### src/design/m4tu_pkg.sv
`default_nettype none
package m4tu_pkg;

  localparam int DATA_W    = 32;
  localparam int FRAC_BITS = 16;
  localparam int IDX_W     = 4;
  localparam int ELEMS     = 16;
  localparam int PROD_W    = 2 * DATA_W;
  // exact sum of four shifted products, with headroom for the carries
  localparam int ACC_W     = PROD_W - FRAC_BITS + 2;

  localparam logic signed [DATA_W-1:0] ONE     = DATA_W'(1) << FRAC_BITS;
  localparam logic signed [DATA_W-1:0] SAT_MAX = {1'b0, {(DATA_W-1){1'b1}}};
  localparam logic signed [DATA_W-1:0] SAT_MIN = {1'b1, {(DATA_W-1){1'b0}}};

  typedef enum logic [2:0] {
    CMD_LOAD_CUR  = 3'd0,
    CMD_LOAD_OPD  = 3'd1,
    CMD_MUL       = 3'd2,
    CMD_TRANSPOSE = 3'd3,
    CMD_SCALE     = 3'd4,
    CMD_TRANSLATE = 3'd5,
    CMD_READ      = 3'd6
  } cmd_t;

  typedef enum logic [2:0] {
    S_IDLE,
    S_MAC,
    S_DRAIN,
    S_COPY,
    S_READ
  } state_t;

  typedef enum logic [2:0] {
    B_OPD,
    B_X,
    B_Y,
    B_Z,
    B_ONE
  } bsel_t;

  typedef struct packed {
    logic             issue;
    logic [IDX_W-1:0] a_addr;
    bsel_t            b_sel;
    logic [IDX_W-1:0] b_addr;
    logic             term_first;
    logic             term_last;
    logic [IDX_W-1:0] dest;
    logic             to_tmp;
    logic             load_cur;
    logic             load_opd;
    logic             transpose;
    logic             copy;
    logic             start;
  } dp_cmd_t;

  function automatic logic signed [DATA_W-1:0] sat(input logic signed [ACC_W-1:0] v);
    logic signed [DATA_W-1:0] r;
    if (v > ACC_W'(SAT_MAX)) begin
      r = SAT_MAX;
    end else if (v < ACC_W'(SAT_MIN)) begin
      r = SAT_MIN;
    end else begin
      r = v[DATA_W-1:0];
    end
    return r;
  endfunction

endpackage
`default_nettype wire

### src/design/m4tu_ctrl.sv
`default_nettype none
module m4tu_ctrl
  import m4tu_pkg::*;
(
  input  wire logic             clk,
  input  wire logic             rst,
  input  wire logic             in_valid,
  output logic                  in_ready,
  input  wire logic [2:0]       cmd,
  output logic                  out_valid,
  input  wire logic             out_ready,
  output logic [IDX_W-1:0]      out_index,
  output logic                  last,
  output dp_cmd_t               dp_cmd,
  input  wire logic             pipe_busy
);

  state_t           state, state_next;
  cmd_t             op;
  logic [IDX_W-1:0] elem;
  logic [1:0]       term;
  logic             mac_done;
  logic             in_accept;
  logic             read_accept;
  cmd_t             in_cmd;

  assign in_cmd      = cmd_t'(cmd);
  assign in_accept   = in_valid && in_ready;
  assign read_accept = out_valid && out_ready;

  always_comb begin
    case (op)
      CMD_MUL:       mac_done = (term == 2'd3) && (elem == IDX_W'(ELEMS - 1));
      CMD_TRANSLATE: mac_done = (term == 2'd3) && (elem == IDX_W'(2));
      CMD_SCALE:     mac_done = (elem == IDX_W'(11));
      default:       mac_done = 1'b1;
    endcase
  end

  // next state
  always_comb begin
    state_next = state;
    case (state)
      S_IDLE: begin
        if (in_accept) begin
          case (in_cmd)
            CMD_MUL, CMD_SCALE, CMD_TRANSLATE: state_next = S_MAC;
            CMD_READ:                          state_next = S_READ;
            default:                           state_next = S_IDLE;
          endcase
        end
      end
      S_MAC: begin
        if (mac_done) state_next = S_DRAIN;
      end
      S_DRAIN: begin
        if (!pipe_busy) state_next = (op == CMD_MUL) ? S_COPY : S_IDLE;
      end
      S_COPY: state_next = S_IDLE;
      S_READ: begin
        if (read_accept && (elem == IDX_W'(ELEMS - 1))) state_next = S_IDLE;
      end
      default: state_next = S_IDLE;
    endcase
  end

  // outputs
  always_comb begin
    dp_cmd    = '0;
    in_ready  = 1'b0;
    out_valid = 1'b0;
    out_index = elem;
    last      = 1'b0;
    case (state)
      S_IDLE: begin
        in_ready           = 1'b1;
        dp_cmd.load_cur    = in_valid && (in_cmd == CMD_LOAD_CUR);
        dp_cmd.load_opd    = in_valid && (in_cmd == CMD_LOAD_OPD);
        dp_cmd.transpose   = in_valid && (in_cmd == CMD_TRANSPOSE);
        dp_cmd.start       = in_valid;
      end
      S_MAC: begin
        dp_cmd.issue = 1'b1;
        case (op)
          CMD_MUL: begin
            dp_cmd.a_addr     = {term, elem[1:0]};
            dp_cmd.b_sel      = B_OPD;
            dp_cmd.b_addr     = {elem[3:2], term};
            dp_cmd.term_first = (term == 2'd0);
            dp_cmd.term_last  = (term == 2'd3);
            dp_cmd.dest       = elem;
            dp_cmd.to_tmp     = 1'b1;
          end
          CMD_TRANSLATE: begin
            // the fourth term is the old offset times one
            dp_cmd.a_addr = {term, elem[1:0]};
            case (term)
              2'd0:    dp_cmd.b_sel = B_X;
              2'd1:    dp_cmd.b_sel = B_Y;
              2'd2:    dp_cmd.b_sel = B_Z;
              default: dp_cmd.b_sel = B_ONE;
            endcase
            dp_cmd.term_first = (term == 2'd0);
            dp_cmd.term_last  = (term == 2'd3);
            dp_cmd.dest       = {2'b11, elem[1:0]};
          end
          default: begin
            dp_cmd.a_addr = elem;
            case (elem[3:2])
              2'd0:    dp_cmd.b_sel = B_X;
              2'd1:    dp_cmd.b_sel = B_Y;
              default: dp_cmd.b_sel = B_Z;
            endcase
            dp_cmd.term_first = 1'b1;
            dp_cmd.term_last  = 1'b1;
            dp_cmd.dest       = elem;
          end
        endcase
      end
      S_COPY: dp_cmd.copy = 1'b1;
      S_READ: begin
        out_valid     = 1'b1;
        dp_cmd.a_addr = elem;
        last          = (elem == IDX_W'(ELEMS - 1));
      end
      default: ;
    endcase
  end

  always_ff @(posedge clk) begin
    if (rst) begin
      state <= S_IDLE;
      op    <= CMD_LOAD_CUR;
      elem  <= '0;
      term  <= '0;
    end else begin
      state <= state_next;
      case (state)
        S_IDLE: begin
          elem <= '0;
          term <= '0;
          if (in_accept) op <= in_cmd;
        end
        S_MAC: begin
          if (op == CMD_SCALE) begin
            elem <= elem + IDX_W'(1);
          end else begin
            term <= term + 2'd1;
            if (term == 2'd3) elem <= elem + IDX_W'(1);
          end
        end
        S_READ: begin
          if (read_accept) elem <= elem + IDX_W'(1);
        end
        default: ;
      endcase
    end
  end

  a_no_overlap: assert property (@(posedge clk) disable iff (rst)
    !(in_ready && out_valid))
    else $error("input taken during read out");

  a_read_end: assert property (@(posedge clk) disable iff (rst)
    out_valid && out_ready && last |=> in_ready)
    else $error("not idle after last read transaction");

  a_copy_drained: assert property (@(posedge clk) disable iff (rst)
    (state == S_COPY) |-> !pipe_busy)
    else $error("copy before accumulator drained");

  a_copy_mul: assert property (@(posedge clk) disable iff (rst)
    (state == S_COPY) |-> (op == CMD_MUL))
    else $error("copy outside multiply");

endmodule
`default_nettype wire

### config.mk
export PLATFORM = sky130hd
export DESIGN_NAME = m4tu_ctrl
export DESIGN_NICKNAME = d
export VERILOG_FILES = /design/src/design/m4tu_pkg.sv /design/src/design/m4tu_ctrl.sv
export SDC_FILE = /design/constraint.sdc
export NUM_CORES = 1
export LEC_CHECK = 0
export ABC_AREA = 1
export BUFFER_PORTS_ARGS = -buffer_cell sky130_fd_sc_hd__buf_2
export CORE_MARGIN = 2
export CORE_UTILIZATION = 31
export CTS_CLUSTER_DIAMETER = 100
export CTS_CLUSTER_SIZE = 30
export DETAILED_ROUTE_END_ITERATION = 7
export SYNTH_ARGS = -nofsm -noshare
export SYNTH_HDL_FRONTEND = slang
export SYNTH_SLANG_ARGS = --single-unit
### constraint.sdc
create_clock -name clk -period 3.4 [get_ports clk]
set_input_delay 0.34 -clock clk [delete_from_list [all_inputs] [get_ports clk]]
set_output_delay 0.34 -clock clk [all_outputs]
set_load 0.05 [all_outputs]
### Word level (Yosys, flattened, before mapping)

Index checks and enable logic that the tools add are counted.

* mux-type cells: 29
* add/sub/neg operators: 2
* reduce and logical (&&, ||, !) cells: 19
* equal/unequal tests: 27

Operators with widths (count)
* $eq 3x3->1 const B: 6
* $mux 4: 4
* $eq 3x2->1 const B: 5
* $mux 3: 5
* $mux 14: 1
* $pmux 7 s2: 1
* $ne 2x2->1 const B: 6
* $pmux 3 s4: 1
* $pmux 4 s3: 1
* $pmux 6 s2: 1
* $pmux 3 s3: 1
* $eq 4x4->1 const B: 2
* $logic_and 1x1->1: 8
* $pmux 2 s2: 2
* $pmux 4 s2: 1
* $mux 1: 7
* $eq 3x1->1 const B: 2
* $logic_not 3->1: 2
* $pmux 3 s2: 1
* $add 4x1->4 const B: 1
* $eq 2x1->1 const B: 2
* $eq 2x2->1 const B: 2
* $eq 4x2->1 const B: 1
* $logic_not 2->1: 2
* 10 further kinds: 12

* logic and storage cells: 81
* bits of input ports: 8
* flip-flop bits (word level): 12

### Longest topological paths before layout

Gate-level depths: netlist of the first run.

* depth in word-level cells: 6
* depth in mapped cells: 10

### Worst setup path before layout of the first run

OpenSTA, ideal clock, no wires.

* path kind: flip-flop to output port
* from: register elem[2] (netlist: out_index[2])
* to: output dp_cmd[21] in the netlist's numbering
* buffers on the path: 0
* slack: 621 ps
* arrival: 2439 ps
* stages on the path, launching flop included: 5
* data required time: 3060 ps
* cell sequence: dfxtp_1 -> inv_1 -> a21oi_1 -> o22ai_1 -> o21ai_0

RTL lines
* start: declaration: line m4tu_ctrl.sv:20 `logic [IDX_W-1:0] elem;`
* start signal: assignment: line m4tu_ctrl.sv:146 `elem <= elem + IDX_W'(1);`
* start signal: assignment: line m4tu_ctrl.sv:149 `if (term == 2'd3) elem <= elem + IDX_W'(1);`
* start signal: assignment: line m4tu_ctrl.sv:153 `if (read_accept) elem <= elem + IDX_W'(1);`
* end: declaration: line m4tu_ctrl.sv:14 `output dp_cmd_t dp_cmd,`

==> impl_metrics.csv, run 1 <==
group,metric,value,unit
outcome,outcome,"finished clean",
detailed_routing,drc,0,
floorplanning,fp.dieW,61.1,um
logic_synthesis,synth_fp_nets,186,
finish,final-seq-area,240,sq um
clock_tree,numCtsBuffers,3,
worst_setup_path,critPathMaxFanout,6,
clock_tree,clk_latency,0.27,ns
sta,rsz0062_at_grt,"false",
power_and_ir_drop,power,0.903,mW
global_routing,grt_pass1_vias,1036,
finish,final_area,0.00128,sq mm
floorplanning,dieArea,0.00373,sq mm
worst_setup_path,crit_required,3.06,ns
global_routing,track_usage,15.4,%
power_and_ir_drop,powerDensity,706,mW/mm^2
floorplanning,initial_core_util,32.8,%
logic_synthesis,synth_area_per_cell,5.87,sq um
place,place_area,0.00124,sq mm
finish,multiInputGateArea,648,sq um
global_routing,grt_pass1_wl,4.39,mm
sta,min_period,2.10,ns
sta,fmax,475,MHz
place,gp_congestion,0.854,
finish,n_antenna_cell,0,
clock_tree,path_clk_slew,0.09,ns
logic_synthesis,syn_area,0.00101,sq mm
clock_tree,clock_path_buffers,2,
floorplanning,core_region_area,0.00308,sq mm
floorplanning,row_count,20,
worst_setup_path,critPathKind,"register to primary output",
detailed_routing,viasPerCell,4.70,
sta,setup_viol,0,
worst_setup_path,end_kind,"primary output",
logic_synthesis,yosys_warnings,0,
finish,post-route-util,41.5,%
global_routing,antenna_found_initial,0,
worst_setup_path,crit_arrival,1.76,ns
sta,maxSlewHeadroom,74.0,%
sta,finalClockSkew,0.00966,ns
global_routing,grt_overflow,0,
finish,final_layout_size_suffix_gt1_share,26.4,%
clock_tree,clock_sinks,12,
finish,syn_to_final_growth,26.6,%
sta,maxSlewViolCount,0,
sta,hold_violations,0,
clock_tree,htree_num_levels,1,
sta,finalCritPeriodShare,61.9,%
detailed_routing,vias,1204,
sta,setup_tns,0,ns
detailed_routing,detail_route.wl_per_cell,10.7,um
floorplanning,floorplan.die.height,61.1,um
finish,layout.nets,227,
clock_tree,cts-root-buf,"clkbuf_4",
sta,tightest_slew,0.390,ns
place,place_hpwl,2.22,mm
logic_synthesis,ys_seq_area_share,23.8,%
detailed_routing,drt-initial-drc-count,51,
clock_tree,ctsHoldBuffers,0,
power_and_ir_drop,ir_worst_vdd,0.428,mV
worst_setup_path,startpoint_type,"register",
run,maxCapViolations,0,
hold_path,worst_hold_path_type,"input port to register",
logic_synthesis,ys_ff_latch,12,
power_and_ir_drop,power_leakage,0.661,nW
global_routing,grt_max_degree,14,
place,numPortBuffers,38,
detailed_routing,drt-pass1-iter-count,4,
finish,fillers,336,
logic_synthesis,ys_types,21,
clock_tree,cts_tree,"built",
detailed_routing,drtAntennaViolNets,0,
logic_synthesis,syn_inst,172,
floorplanning,io_pins,39,
clock_tree,cts_setup_buffers,0,
detailed_routing,drt_wl_total,2.75,mm
clock_tree,cts_resized,0,
[placed cells by master (no fill, tap or decap), types with 6 or more instances in the layout]
master / instances
ha_1: 6
nand3_1: 16
inv_1: 25
nor2_1: 32
buf_2: 38
o21ai_0: 7
a21oi_1: 15
nand2_1: 30
dfxtp_1: 12
nor3_1: 6
[synth_stat cells]
master	instances	area (sq um)
nor2_1	32	120
nand2_1	30	113
inv_1	25	93.8
nand3_1	16	80.1
a21oi_1	15	75.1
dfxtp_1	12	240
o21ai_0	7	35.0
ha_1	6	75.1
nor3_1	6	30.0
inv_2	4	15.0
nand2_2	4	25.0
nand4_1	3	18.8
nor2_2	3	18.8
o22ai_1	2	12.5
a211oi_1	1	7.51
a21oi_2	1	8.76
buf_2	1	5.00
buf_4	1	7.51
nand3_2	1	10.0
nor2_4	1	11.3
o211ai_1	1	7.51
[per-layer routing]
metal / global-route usage, % / share of wire, % / up-vias / routed length, um
met5: 0 / 0 / - / 0
met4: 4.66 / 0.33 / 0 / 9
met3: 2.52 / 5.6 / 2 / 154
met2: 23.9 / 42 / 31 / 1160
met1: 21.8 / 52 / 535 / 1430
li1: - / - / 636 / -
[flip-flops by register name (all words and copies together) (netlist names)]
signal,count
out_index,4
op,3
state,3
term,2
[per-stage QoR]
step	std cells	setup slack, ns	hold slack (ns)
after floorplan	172	0.621	0.409
after global placement	252	1.61	0.502
after detailed placement	252	1.63	0.500
after CTS	256	1.31	0.312
after global routing	256	1.13	0.298
final	256	1.30	0.319
[path summary, 6_finish.rpt]
| kind | to | start | cells past startpoint | slack (ns) |
|---|---|---|---|---|
| worst max-delay path | dp_cmd[3] | state[1] | 8 | 1.30 |
| worst min-delay path | out_index[2] | rst | 2 | 0.32 |
| worst max register to register | out_index[3] | state[1] | 9 | 1.89 |
| worst min register to register | out_index[0] | out_index[0] | 2 | 0.51 |
[power by group]
part           internal, mW  switching, mW  total (mW)
combinational         0.142          0.423       0.565
clock                0.0650         0.0510       0.116
sequential            0.176         0.0451       0.222
[kinds of logic (layout without fill, tap and decap cells)]
logic type	Yosys count	count (layout)	share of synthesized area, %
adders and majority gates	6	6	7.43
buffers and inverters	31	71	12.0
DFF	12	12	23.8
and+or+nand+nor	96	96	42.3
AOI/OAI and AO/OA	27	27	14.5
[area by class of cell]
class                      instances  area share (%)
timing repair buffer              38            14.9
tap                               44            4.31
sequential                        12            18.8
inverter                          29            8.51
multi-input combinational        129            50.7
clock buffer                       4            2.84
[critical path: stages (launching register included)]
cell and delay [ns]:
dfxtp_1 0.38, nor2_1 0.20, nand2_2 0.12, nor2_4 0.14, inv_2 0.07, nor2_2 0.12, inv_1 0.06, nor3_1 0.12
buf_2 0.28
No activity file was read; power rests on OpenSTA's default activity.
==> inputs of run 2 (changes only) <==
- clock period: 3.4 -> 1.9 ns (I/O delays scaled with it)
==> impl_metrics.csv, run 2 (synthesis results as in run 1) <==
group,metric,value,unit
worst_setup_path,crit_required,1.71,ns
outcome,outcome,"finished clean",
power_and_ir_drop,powerDensity,1230,mW/mm^2
finish,final-seq-area,248,sq um
power_and_ir_drop,ir_worst_vdd,0.624,mV
place,numPortBuffers,38,
sta,tightest_slew,0.352,ns
global_routing,grt_pass1_vias,1034,
floorplanning,initial_core_util,32.8,%
floorplanning,io_pins,39,
global_routing,grt_overflow,0,
clock_tree,cts-root-buf,"clkbuf_4",
sta,finalClockSkew,0.0167,ns
sta,setup_viol,0,
finish,multiInputGateArea,711,sq um
finish,final_area,0.00139,sq mm
sta,min_period,1.81,ns
worst_setup_path,end_kind,"primary output",
global_routing,grt_max_degree,12,
floorplanning,row_count,20,
worst_setup_path,critPathMaxFanout,6,
detailed_routing,drtAntennaViolNets,0,
finish,layout_common_cells,"buf_2, nand2_1, nor2_1, inv_1, nand3_1",
clock_tree,path_clk_slew,0.10,ns
sta,setup_tns,0,ns
place,place_area,0.00130,sq mm
clock_tree,numCtsBuffers,3,
sta,hold_violations,0,
finish,n_antenna_cell,0,
global_routing,grt_pass1_wl,4.57,mm
clock_tree,clock_sinks,12,
worst_setup_path,crit_arrival,1.62,ns
place,place_ws,0.276,ns
finish,final_layout_size_suffix_gt1_share,35.8,%
detailed_routing,drt_wl_total,2.80,mm
power_and_ir_drop,power,1.71,mW
clock_tree,clock_path_buffers,2,
detailed_routing,drc,0,
power_and_ir_drop,power_leakage,0.682,nW
worst_setup_path,max_stage_delay,0.37,ns
finish,syn_to_final_growth,37.3,%
global_routing,antenna_found_initial,0,
finish,post-route-util,45.0,%
detailed_routing,vias,1177,
floorplanning,dieArea,0.00373,sq mm
floorplanning,floorplan.die.height,61.1,um
run,maxCapViolations,0,
finish,fillers,352,
sta,maxSlewViolCount,0,
sta,finalCritPeriodShare,95.5,%
clock_tree,clk_latency,0.29,ns
worst_setup_path,critPathKind,"register to primary output",
sta,maxSlewHeadroom,76.6,%
finish,fin_cells,259,
clock_tree,cts_tree,"built",
sta,setup_ws,0.0863,ns
worst_setup_path,critical-path-slowest-cell,"dfxtp_2",
worst_setup_path,crit_family,"simple AND/OR/NAND/NOR gates",
floorplanning,fp.dieW,61.1,um
sta,timing.hold.ws,0.147,ns
detailed_routing,drt-pass1-iter-count,4,
clock_tree,htree_num_levels,1,
worst_setup_path,crit_top_cell,"nor2_4",
global_routing,track_usage,16.1,%
floorplanning,core_region_area,0.00308,sq mm
place,dpl.cell_count,254,
worst_setup_path,crit_buf_inv,3,
place,gp_congestion,0.825,
detailed_routing,viasPerCell,4.54,
finish,layout.nets,230,
detailed_routing,drt-initial-drc-count,54,
worst_setup_path,path_cells,"nor2_4 -> nand2_2 -> nor2_4 -> inv_2 -> nor2_2 -> inv_1 -> nor3_1 -> buf_4",
worst_setup_path,startpoint_type,"register",
sta,fmax,551,MHz
hold_path,worst_hold_path_type,"input port to register",
place,place_hpwl,2.22,mm
finish,largest_reg_flops,4,
detailed_routing,detail_route.wl_per_cell,10.8,um
finish,final_common_cell,"buf_2",
## run 2: cell types whose count changed in the layout (fill, tap and decap cells not counted), sizes merged
| cell | before | now |
|---|---|---|
| clkbuf | 4 | 7 |
## run 2: where the power goes
part           switching [mW]  internal [mW]
Sequential             0.0913          0.323
Clock                  0.0985          0.117
Combinational           0.784          0.294
Total                   0.973          0.733
## run 2: repair_timing
action	CTS	global route
hold buffers	0	0
pin swaps	0	2
gates resized for setup	2	14
setup buffers	0	1
endpoints found under the setup margin	6	15
endpoints found under the hold margin	0	0
## run 2: path summary, 6_finish.rpt
check,from,to,slack (ns),depth (start not counted)
max,state[1],dp_cmd[4],0.09,8
min,rst,out_index[2],0.15,2
max reg2reg,out_index[1],state[2],0.43,8
min reg2reg,op[2],op[2],0.50,2
## run 2: final cells by class
type | count | area share (%)
multi-input cells | 129 | 51.3
flip-flops and latches | 12 | 17.9
repair buffers | 41 | 16.4
inverters | 29 | 7.85
well taps | 44 | 3.97
clock buffers | 4 | 2.62
## run 2: worst register-to-register path, delay by kind of cell (launching register included)
family / cells / cell delay, ns
adders and majority gates: 1 / 0.24
DFF: 1 / 0.42
buffers and inverters: 1 / 0.07
and+or+nand+nor: 5 / 0.41
AOI/OAI and AO/OA: 1 / 0.24
## run 2: layer usage
layer	vias up	part of all wire, %	track usage (%)
met5	-	0	0
met4	0	0.54	6.83
met3	2	5.3	1.89
met2	36	44	24.3
met1	501	51	23.2
li1	638	-	-
